==> src/rtl/ffc_pkg.sv <==
`default_nettype none
package ffc_pkg;
    localparam int FracBits = 8;
    localparam int WordW    = 32;

    typedef enum logic [1:0] {
        OP_INT2FIX   = 2'd0,
        OP_FLT2FIX   = 2'd1,
        OP_FIX2INT   = 2'd2,
        OP_FIX2FLT   = 2'd3
    } t_opcode;
endpackage
`default_nettype wire

==> src/rtl/fixed_float_converter_unit.sv <==
`default_nettype none
// Converts one 32-bit word per cycle between Q24.8 fixed point, int32 and IEEE
// single, as chosen by i_opcode, while o_stall is low. Each transfer passes a
// three-stage pipeline (decode and shift, round, saturate/negate and pack); an item
// may enter every cycle, and o_stall holds the whole pipeline in place. o_saturated
// is raised only by float to fixed, on clipping, infinity or NaN.
module fixed_float_converter_unit (
    input  wire logic                    i_clk,
    input  wire logic                    i_rst_n,
    input  wire logic                    i_valid,
    output logic                         o_stall,
    input  wire logic [1:0]              i_opcode,
    input  wire logic [ffc_pkg::WordW-1:0] i_operand_bits,
    output logic                         o_valid,
    input  wire logic                    i_stall,
    output logic [ffc_pkg::WordW-1:0]    o_result_bits,
    output logic                         o_saturated
);
    import ffc_pkg::*;

    logic adv;
    assign adv     = !(o_valid && i_stall);
    assign o_stall = !adv;

    // Stage 1: decode and the main shift.
    logic [1:0]  r_op1, n_op1;
    logic        r_v1, r_v2, r_v3;
    logic        r_sign1, n_sign1;
    logic        r_spec1, n_spec1;     // infinity or NaN (float to fixed), or zero input (fixed to float)
    logic [31:0] r_direct1, n_direct1;
    logic [40:0] r_shv1, n_shv1;       // value; for float to fixed, with one guard bit at bit 0
    logic        r_big1, n_big1;
    logic [4:0]  r_p1, n_p1;           // leading one position (fixed to float)

    always_comb begin
        logic [7:0]  ex;
        logic [23:0] m;
        logic signed [10:0] e;
        logic [31:0] mag;
        logic [63:0] wide;
        n_op1 = i_opcode; n_sign1 = i_operand_bits[31]; n_spec1 = 1'b0;
        n_direct1 = '0; n_shv1 = '0; n_big1 = 1'b0; n_p1 = '0;
        ex = i_operand_bits[30:23];
        m = (ex == 8'd0) ? {1'b0, i_operand_bits[22:0]} : {1'b1, i_operand_bits[22:0]};
        e = (ex == 8'd0) ? 11'(-149 + FracBits) : 11'($signed({3'b0, ex}) - 150 + FracBits);
        mag = i_operand_bits[31] ? (32'd0 - i_operand_bits) : i_operand_bits;
        wide = '0;
        case (t_opcode'(i_opcode))
            OP_INT2FIX: n_direct1 = i_operand_bits << FracBits;
            OP_FIX2INT: n_direct1 = 32'($signed(i_operand_bits) >>> FracBits);
            OP_FLT2FIX: begin
                if (ex == 8'hFF) begin
                    n_spec1 = 1'b1;
                    n_direct1 = (i_operand_bits[22:0] != '0) ? 32'd0 :
                        (i_operand_bits[31] ? 32'h8000_0000 : 32'h7FFF_FFFF);
                end else if (m == '0) begin
                    n_shv1 = '0;
                end else if (e >= 0) begin
                    if (e > 11'sd39) n_big1 = 1'b1;
                    else begin
                        wide = {40'd0, m} << e[5:0];
                        n_big1 = wide[63:33] != '0;
                        n_shv1 = {wide[39:0], 1'b0};
                    end
                end else if (e >= -11'sd25) begin
                    wide = {m, 1'b0, 39'd0} >> (-e);
                    n_shv1 = {16'd0, wide[63:39]};
                end
            end
            default: begin
                for (int k = 0; k < 32; k++) if (mag[k]) n_p1 = 5'(k);
                n_shv1 = {9'd0, mag};
                n_spec1 = mag == '0;
            end
        endcase
    end

    always_ff @(posedge i_clk) begin
        if (!i_rst_n) r_v1 <= 1'b0;
        else if (adv) r_v1 <= i_valid;
        if (adv) begin
            r_op1 <= n_op1; r_sign1 <= n_sign1; r_spec1 <= n_spec1;
            r_direct1 <= n_direct1; r_shv1 <= n_shv1; r_big1 <= n_big1; r_p1 <= n_p1;
        end
    end

    // Stage 2: rounding.
    logic [1:0]  r_op2;
    logic        r_sign2, r_spec2;
    logic [31:0] r_direct2, n_direct2;
    logic [32:0] r_mag2, n_mag2;
    logic [24:0] r_keep2, n_keep2;
    logic [4:0]  r_p2;

    always_comb begin
        logic [40:0] rnd;
        logic [31:0] mg, rem, half;
        logic [4:0]  s;
        n_direct2 = r_direct1; n_mag2 = '0; n_keep2 = '0;
        rnd = r_shv1 + 41'd1;
        mg = r_shv1[31:0];
        s = (r_p1 > 5'd23) ? r_p1 - 5'd23 : 5'd0;
        rem = mg & ((32'd1 << s) - 32'd1);
        half = (s == 5'd0) ? 32'd0 : (32'd1 << (s - 5'd1));
        if (r_op1 == OP_FLT2FIX) begin
            n_mag2 = (r_big1 || rnd[40:34] != '0) ? 33'h1_0000_0000 : rnd[33:1];
        end else if (r_op1 == OP_FIX2FLT) begin
            if (r_p1 <= 5'd23) n_keep2 = 25'(mg << (5'd23 - r_p1));
            else begin
                n_keep2 = 25'(mg >> s);
                if (rem > half || (rem == half && n_keep2[0])) n_keep2 = n_keep2 + 25'd1;
            end
        end
    end

    always_ff @(posedge i_clk) begin
        if (!i_rst_n) r_v2 <= 1'b0;
        else if (adv) r_v2 <= r_v1;
        if (adv) begin
            r_op2 <= r_op1; r_sign2 <= r_sign1; r_spec2 <= r_spec1;
            r_direct2 <= n_direct2; r_mag2 <= n_mag2; r_keep2 <= n_keep2; r_p2 <= r_p1;
        end
    end

    // Stage 3: saturation, negation and packing.
    logic [31:0] n_res3;
    logic        n_sat3;
    always_comb begin
        logic [24:0] k;
        logic [7:0]  pe;
        n_res3 = r_direct2; n_sat3 = 1'b0;
        k = r_keep2; pe = 8'(r_p2) + 8'(127 - FracBits);
        case (t_opcode'(r_op2))
            OP_FLT2FIX: begin
                if (r_spec2) n_sat3 = 1'b1;
                else if (r_sign2) begin
                    if (r_mag2 > 33'h0_8000_0000) begin
                        n_sat3 = 1'b1; n_res3 = 32'h8000_0000;
                    end else n_res3 = 32'd0 - r_mag2[31:0];
                end else if (r_mag2 > 33'h0_7FFF_FFFF) begin
                    n_sat3 = 1'b1; n_res3 = 32'h7FFF_FFFF;
                end else n_res3 = r_mag2[31:0];
            end
            OP_FIX2FLT: begin
                if (k[24]) begin k = k >> 1; pe = pe + 8'd1; end
                n_res3 = r_spec2 ? 32'd0 : {r_sign2, pe, k[22:0]};
            end
            default: ;
        endcase
    end

    always_ff @(posedge i_clk) begin
        if (!i_rst_n) r_v3 <= 1'b0;
        else if (adv) r_v3 <= r_v2;
        if (adv) begin
            o_result_bits <= n_res3; o_saturated <= n_sat3;
        end
    end
    assign o_valid = r_v3;
endmodule
`default_nettype wire
==> config.mk <==
export PLATFORM = sky130hd
export DESIGN_NAME = fixed_float_converter_unit
export DESIGN_NICKNAME = d
export VERILOG_FILES = /design/src/rtl/ffc_pkg.sv /design/src/rtl/fixed_float_converter_unit.sv
export SDC_FILE = /design/constraint.sdc
export NUM_CORES = 1
export LEC_CHECK = 0
export ABC_AREA = 1
export BUFFER_PORTS_ARGS = -buffer_cell sky130_fd_sc_hd__buf_2
export CAP_MARGIN = 20
export CELL_PAD_IN_SITES_DETAIL_PLACEMENT = 1
export CELL_PAD_IN_SITES_GLOBAL_PLACEMENT = 1
export CORE_ASPECT_RATIO = 2
export CORE_MARGIN = 5
export CORE_UTILIZATION = 50
export DETAILED_ROUTE_END_ITERATION = 7
export GPL_TIMING_DRIVEN = 1
export MAX_ROUTING_LAYER = met4
export PLACE_DENSITY = 0.95
export SLEW_MARGIN = 25
export SYNTH_ARGS = -nofsm -noshare
export SYNTH_HDL_FRONTEND = slang
export SYNTH_SLANG_ARGS = --single-unit
export TNS_END_PERCENT = 50
==> constraint.sdc <==
create_clock -name i_clk -period 24.9 [get_ports i_clk]
set_input_delay 4.98 -clock i_clk [delete_from_list [all_inputs] [get_ports i_clk]]
set_output_delay 4.98 -clock i_clk [all_outputs]
set_load 0.1 [all_outputs]
**Word-level counts from Yosys, hierarchy flattened**

Cells that the tools add are included.

- Logic and storage cells: 141
- Input bits: 38
- Output and inout port bits: 35
- Register bits after elaboration: 218

- Bitwise gates (word level): 5
- Add/sub/neg operators: 13
- Shift operators: 6
- Muxes and demuxes: 64
- Equality and inequality tests: 8
- Magnitude comparators: 8
- Reductions and logical operators: 17

Operators with widths:

| operator | count |
|---|---|
| 32-bit two-way mux | 10 |
| 41-bit two-way mux | 4 |
| 5-bit two-way mux | 31 |
| 32-bit case mux with 3 select lines | 1 |
| 41-bit case mux with 2 select lines | 1 |
| 25-bit two-way mux | 3 |
| 32-bit case mux with 2 select lines | 1 |
| 1-bit by 5-bit << shifter with 32-bit output (first input constant) | 2 |
| 24-bit by 6-bit << shifter with 64-bit output | 1 |
| 64-bit by 11-bit >> shifter with 64-bit output | 1 |
| 1-bit by 32-bit subtractor with 32-bit output (first input constant) | 2 |
| 41-bit by 1-bit adder with 41-bit output (second input constant) | 1 |
| 33-bit by 31-bit > comparator with 1-bit output (second input constant) | 1 |
| 33-bit by 32-bit > comparator with 1-bit output (second input constant) | 1 |
| 33-bit two-way mux | 1 |
| 32-bit bitwise AND | 1 |
| 32-bit equality test | 1 |
| 32-bit > comparator | 1 |
| 32-bit logical NOT | 1 |
| 32-bit by 5-bit << shifter with 25-bit output | 1 |
| 32-bit by 5-bit >> shifter with 25-bit output | 1 |
| 32-bit by 1-bit subtractor with 32-bit output (second input constant) | 1 |
| 31-bit nonzero test | 1 |
| 25-bit by 1-bit adder with 25-bit output (second input constant) | 1 |
| 34 further kinds | 51 |

**Longest topological paths before layout**

- Word-level depth: 33
- Mapped depth: 39
- Depth with buffers taken out: 38

**Worst setup path after synthesis**

Ideal clock, no wire load.

- Path kind: input port to output port
- Start: input i_stall
- End: output o_stall
- Arrival time: 11.980 ns
- Buffers on the path: 0
- Slack: 7.940 ns
- Stages: 2
- Cells stage by stage: nand2_1 inv_1

- Longest elaborated chain between the ends: 1

Ends and longest elaborated chain:

| what | RTL line | source |
|---|---|---|
| from (decl) | fixed_float_converter_unit.sv:15 | `input wire logic i_stall,` |
| 1-bit logical AND | fixed_float_converter_unit.sv:22 | `assign adv = !(o_valid && i_stall);` |
| to (decl) | fixed_float_converter_unit.sv:11 | `output logic o_stall,` |

No other way between the ends.

**Final worst setup path**

Same ends and word-level chain as after synthesis.

==> impl_metrics.csv <==
group,metric,value,unit
drt,routedWlPerCell,28.7,um
sta,slew_headroom,0.243,
synth,synth_edf_count,215,
drt,ant_nets,0,
place,dp_hpwl,80.2,mm
global_routing,grt_overflow,0,
global_routing,grt_max_degree,158,
setup_path,critPathSlowestCell,"buf_2",
synth,ys_seq_elements,218,
sta,setup_viol,0,
sta,worst_slew_pin_slew,1.13,ns
sta,period_needed,11.31,ns
drt,wl,102,mm
synth,syn_area,20500,um^2
clock_network,clk_latency,0.53,ns
sta,drv_slew,0,
run_status,outcome,"finished, final reports clean",
place,gp_congestion,1.17,
synth,synth.distinct_cells,71,
final_layout,seqCellArea,6520,um^2
drt,drtIter0Drc,2047,
drt,vias,23500,
synth,ys_warn_count,0,
setup_path,path_cells,"buf_2 -> nand2_4 -> inv_1 -> buf_2",
synth,seq_area_frac_synth,0.318,
clock_network,cts_tree,"yes",
drt,drc_errors,0,
pwr,p_per_area,61.3,nW/um^2
clock_network,cts.clk_slew.worst_paths,0.07,ns
sta,finalClockSkew,0.0330,ns
synth,ys_top_cells_by_area,"edfxtp_1 32%, nand2_1 13%, o21ai_0 9.0%, inv_1 5.6%, nor2_1 5.4%",
sta,setup_ws,13.59,ns
floorplan,std_cell_rows,105,
setup_path,required,19.92,ns
synth,ys.flop_type,"edfxtp_1",
floorplan,die_h,296,um
clock_network,cts_hold_buf,0,
setup_path,crit_path_end_kind,"output pin",
setup_path,max_stage_delay,0.48,ns
sta,post-route-period-util,0.454,
clock_network,clk_path_buf_depth,3,
sta,max_freq,88.4,MHz
place,placed_cells,3527,
synth,synth_top_cell_by_area,"edfxtp_1",
run,cap_violations,0,
final_layout,fin_cells,3563,
setup_path,setup.worst_path.start_class,"input port",
sta,hold_viol,0,
floorplan,dieArea,45400,um^2
synth,synth.avg_cell_area,6.78,um^2
final_layout,num-fill-cells,5468,
global_routing,antenna_found_initial,3,
synth,netlist_instances,3020,
min_path,hold_class,"register to register",
drt,vias_per_cell,6.59,
setup_path,crit_top_cell,"buf_2",
synth,yosysTopAreaCellShare,0.315,
clock_network,cts-root-buf,"clkbuf_16",
pwr,ir_drop,0.0000404,V
final_layout,drive_gt1_frac,0.0694,
floorplan,core-area,40900,um^2
final_layout,final_nets,3098,
setup_path,cp.arrival,6.33,ns
place,port_buffers,72,
sta,grt_setup_unrepaired,"false",
pwr,leakagePower,9.11,nW
floorplan,initial_core_util,0.501,
clock_network,clock-sinks,218,
setup_path,worstPathMaxFanout,62,
sta,fin_setup_tns,0,ns
drt,drtPass1Iterations,6,
floorplan,pin_count,73,
sta,hold_slack,0.427,ns
clock_network,cts_setup_buffers,0,
clock_network,htreeDepth,1,
global_routing,grt_pass1_wl,150,mm
global_routing,grtUsageTotal,0.450,
place,dp_slack,13.61,ns
global_routing,grt_pass1_vias,24200,
final_layout,multi_input_area,12200,um^2
synth,synth-async-reset-ratio,0,
setup_path,path_class,"input port to output pin",
clock_network,numCtsBuffers,19,
clock_network,post_cts_resize_count,0,
floorplan,die_w,153,um
final_layout,syn_to_final_growth,6.55,%
worst paths after layout:
path / start / end / slack [ns] / depth (start not counted)
worst max-delay path: i_stall / o_stall / 13.59 / 4
worst min-delay path: r_sign1$_DFFE_PN_ / r_sign2$_DFFE_PN_ / 0.43 / 0
worst min register to register: r_sign1$_DFFE_PN_ / r_sign2$_DFFE_PN_ / 0.43 / 0
worst max register to register: r_p1[3]$_SDFFCE_PP0N_ / r_keep2[16]$_SDFFCE_PP0N_ / 14.85 / 37
per-layer routing:
metal / routed length [um] / vias to the layer above / GRT usage
li1: - / 10300 / -
met1: 30100 / 11000 / 0.381
met2: 51300 / 1398 / 0.791
met3: 6050 / 727 / 0.0713
met4: 14800 / 0 / 0.487
met5: 0 / - / -
final cells by class:
class                      instances  area share
clock buffer                      21      0.0221
multi-input combinational       2344       0.557
antenna                            2    0.000229
timing repair buffer              99      0.0265
clock inverter                    12     0.00791
inverter                         332      0.0574
sequential                       218       0.298
tap                              535      0.0307
through the flow:
step	util	area, um^2	power [W]
after floorplan	-	20600	0.000819
after global placement	0.518	21100	0.000964
after detailed placement	0.518	21100	0.000990
after CTS	0.534	21800	0.00131
after global routing	0.534	21800	0.00138
final	0.534	21800	0.00134
layout by cell type, fill, tap and decap left out, types with 8 or more instances in the layout:
cell type / instances
inv_2: 19
or2_1: 14
ha_1: 46
mux2i_1: 32
o221ai_1: 39
nor3_1: 56
nor2_4: 8
nor2_1: 293
nor4_1: 28
o21ai_1: 66
o22ai_1: 12
o31ai_1: 8
nand3_1: 148
xnor2_1: 13
o21ai_0: 368
xor2_1: 64
o211ai_1: 32
inv_1: 306
nor2_2: 8
nand2_1: 733
nand2_2: 8
buf_2: 72
clkbuf_16: 19
edfxtp_1: 215
buf_4: 25
a31oi_1: 23
a21oi_1: 142
a22oi_1: 19
nor3b_1: 11
conb_1: 24
nand4_1: 67
sequential cells by signal (all words and copies together), names as in the netlist, 5 cells and up:
signal / count
r_keep2: 25
o_result_bits: 32
r_direct2: 32
r_p2: 5
r_shv1: 41
n_direct2: 32
r_p1: 5
r_mag2: 33
cells in the mapped netlist, types with 4 or more instances:
| cell type | number |
|---|---|
| or2_2 | 7 |
| clkbuf_1 | 93 |
| ha_1 | 46 |
| nor3b_1 | 11 |
| nor3_2 | 5 |
| mux2i_1 | 32 |
| nor4_1 | 28 |
| a21oi_1 | 142 |
| o21ai_1 | 65 |
| o211ai_1 | 32 |
| nand4_1 | 67 |
| o22ai_1 | 12 |
| nor2_1 | 293 |
| a22oi_1 | 19 |
| buf_4 | 9 |
| o21bai_1 | 4 |
| clkinv_1 | 5 |
| edfxtp_1 | 215 |
| o21ai_0 | 369 |
| buf_2 | 21 |
| nand2_2 | 7 |
| or2_0 | 4 |
| xnor2_1 | 13 |
| inv_1 | 306 |
| or2_1 | 14 |
| a31oi_1 | 23 |
| o31ai_1 | 8 |
| o311ai_0 | 6 |
| buf_1 | 19 |
| nor2_2 | 8 |
| inv_2 | 18 |
| nand2_1 | 735 |
| nor3_1 | 56 |
| buf_6 | 7 |
| a32oi_1 | 6 |
| xor2_1 | 65 |
| a221oi_1 | 5 |
| o221ai_1 | 39 |
| nor2_4 | 8 |
| nand3_2 | 5 |
| nand3_1 | 148 |
worst max-delay path: cells and delay by family:
kind / cells / cell delay (ns)
buffers and inverters: 3 / 0.91
and+or+nand+nor: 1 / 0.43
cells by family (layout without fill, tap and decap cells):
logic type               after synthesis  in the layout  synth area share
AO/OA/AOI/OAI                        750            750             0.207
other                                  1             26          0.000183
flip-flops                           218            218             0.318
buffers and inverters                481            464            0.0939
adder cells (fa/ha/maj)               46             46            0.0281
AND/OR/NAND/NOR                     1412           1412             0.302
multiplexers                          32             32            0.0156
XOR/XNOR                              80             80            0.0349
where the power goes:
part	total, W	internal (W)	switching (W)	leakage [nW]
clock network	0.000324	0.000183	0.000141	0.320
logic	0.000530	0.000118	0.000412	6.25
registers	0.000484	0.000444	0.0000400	2.53
total	0.00134	0.000745	0.000592	9.11
Power figures use the tool's default switching activity.
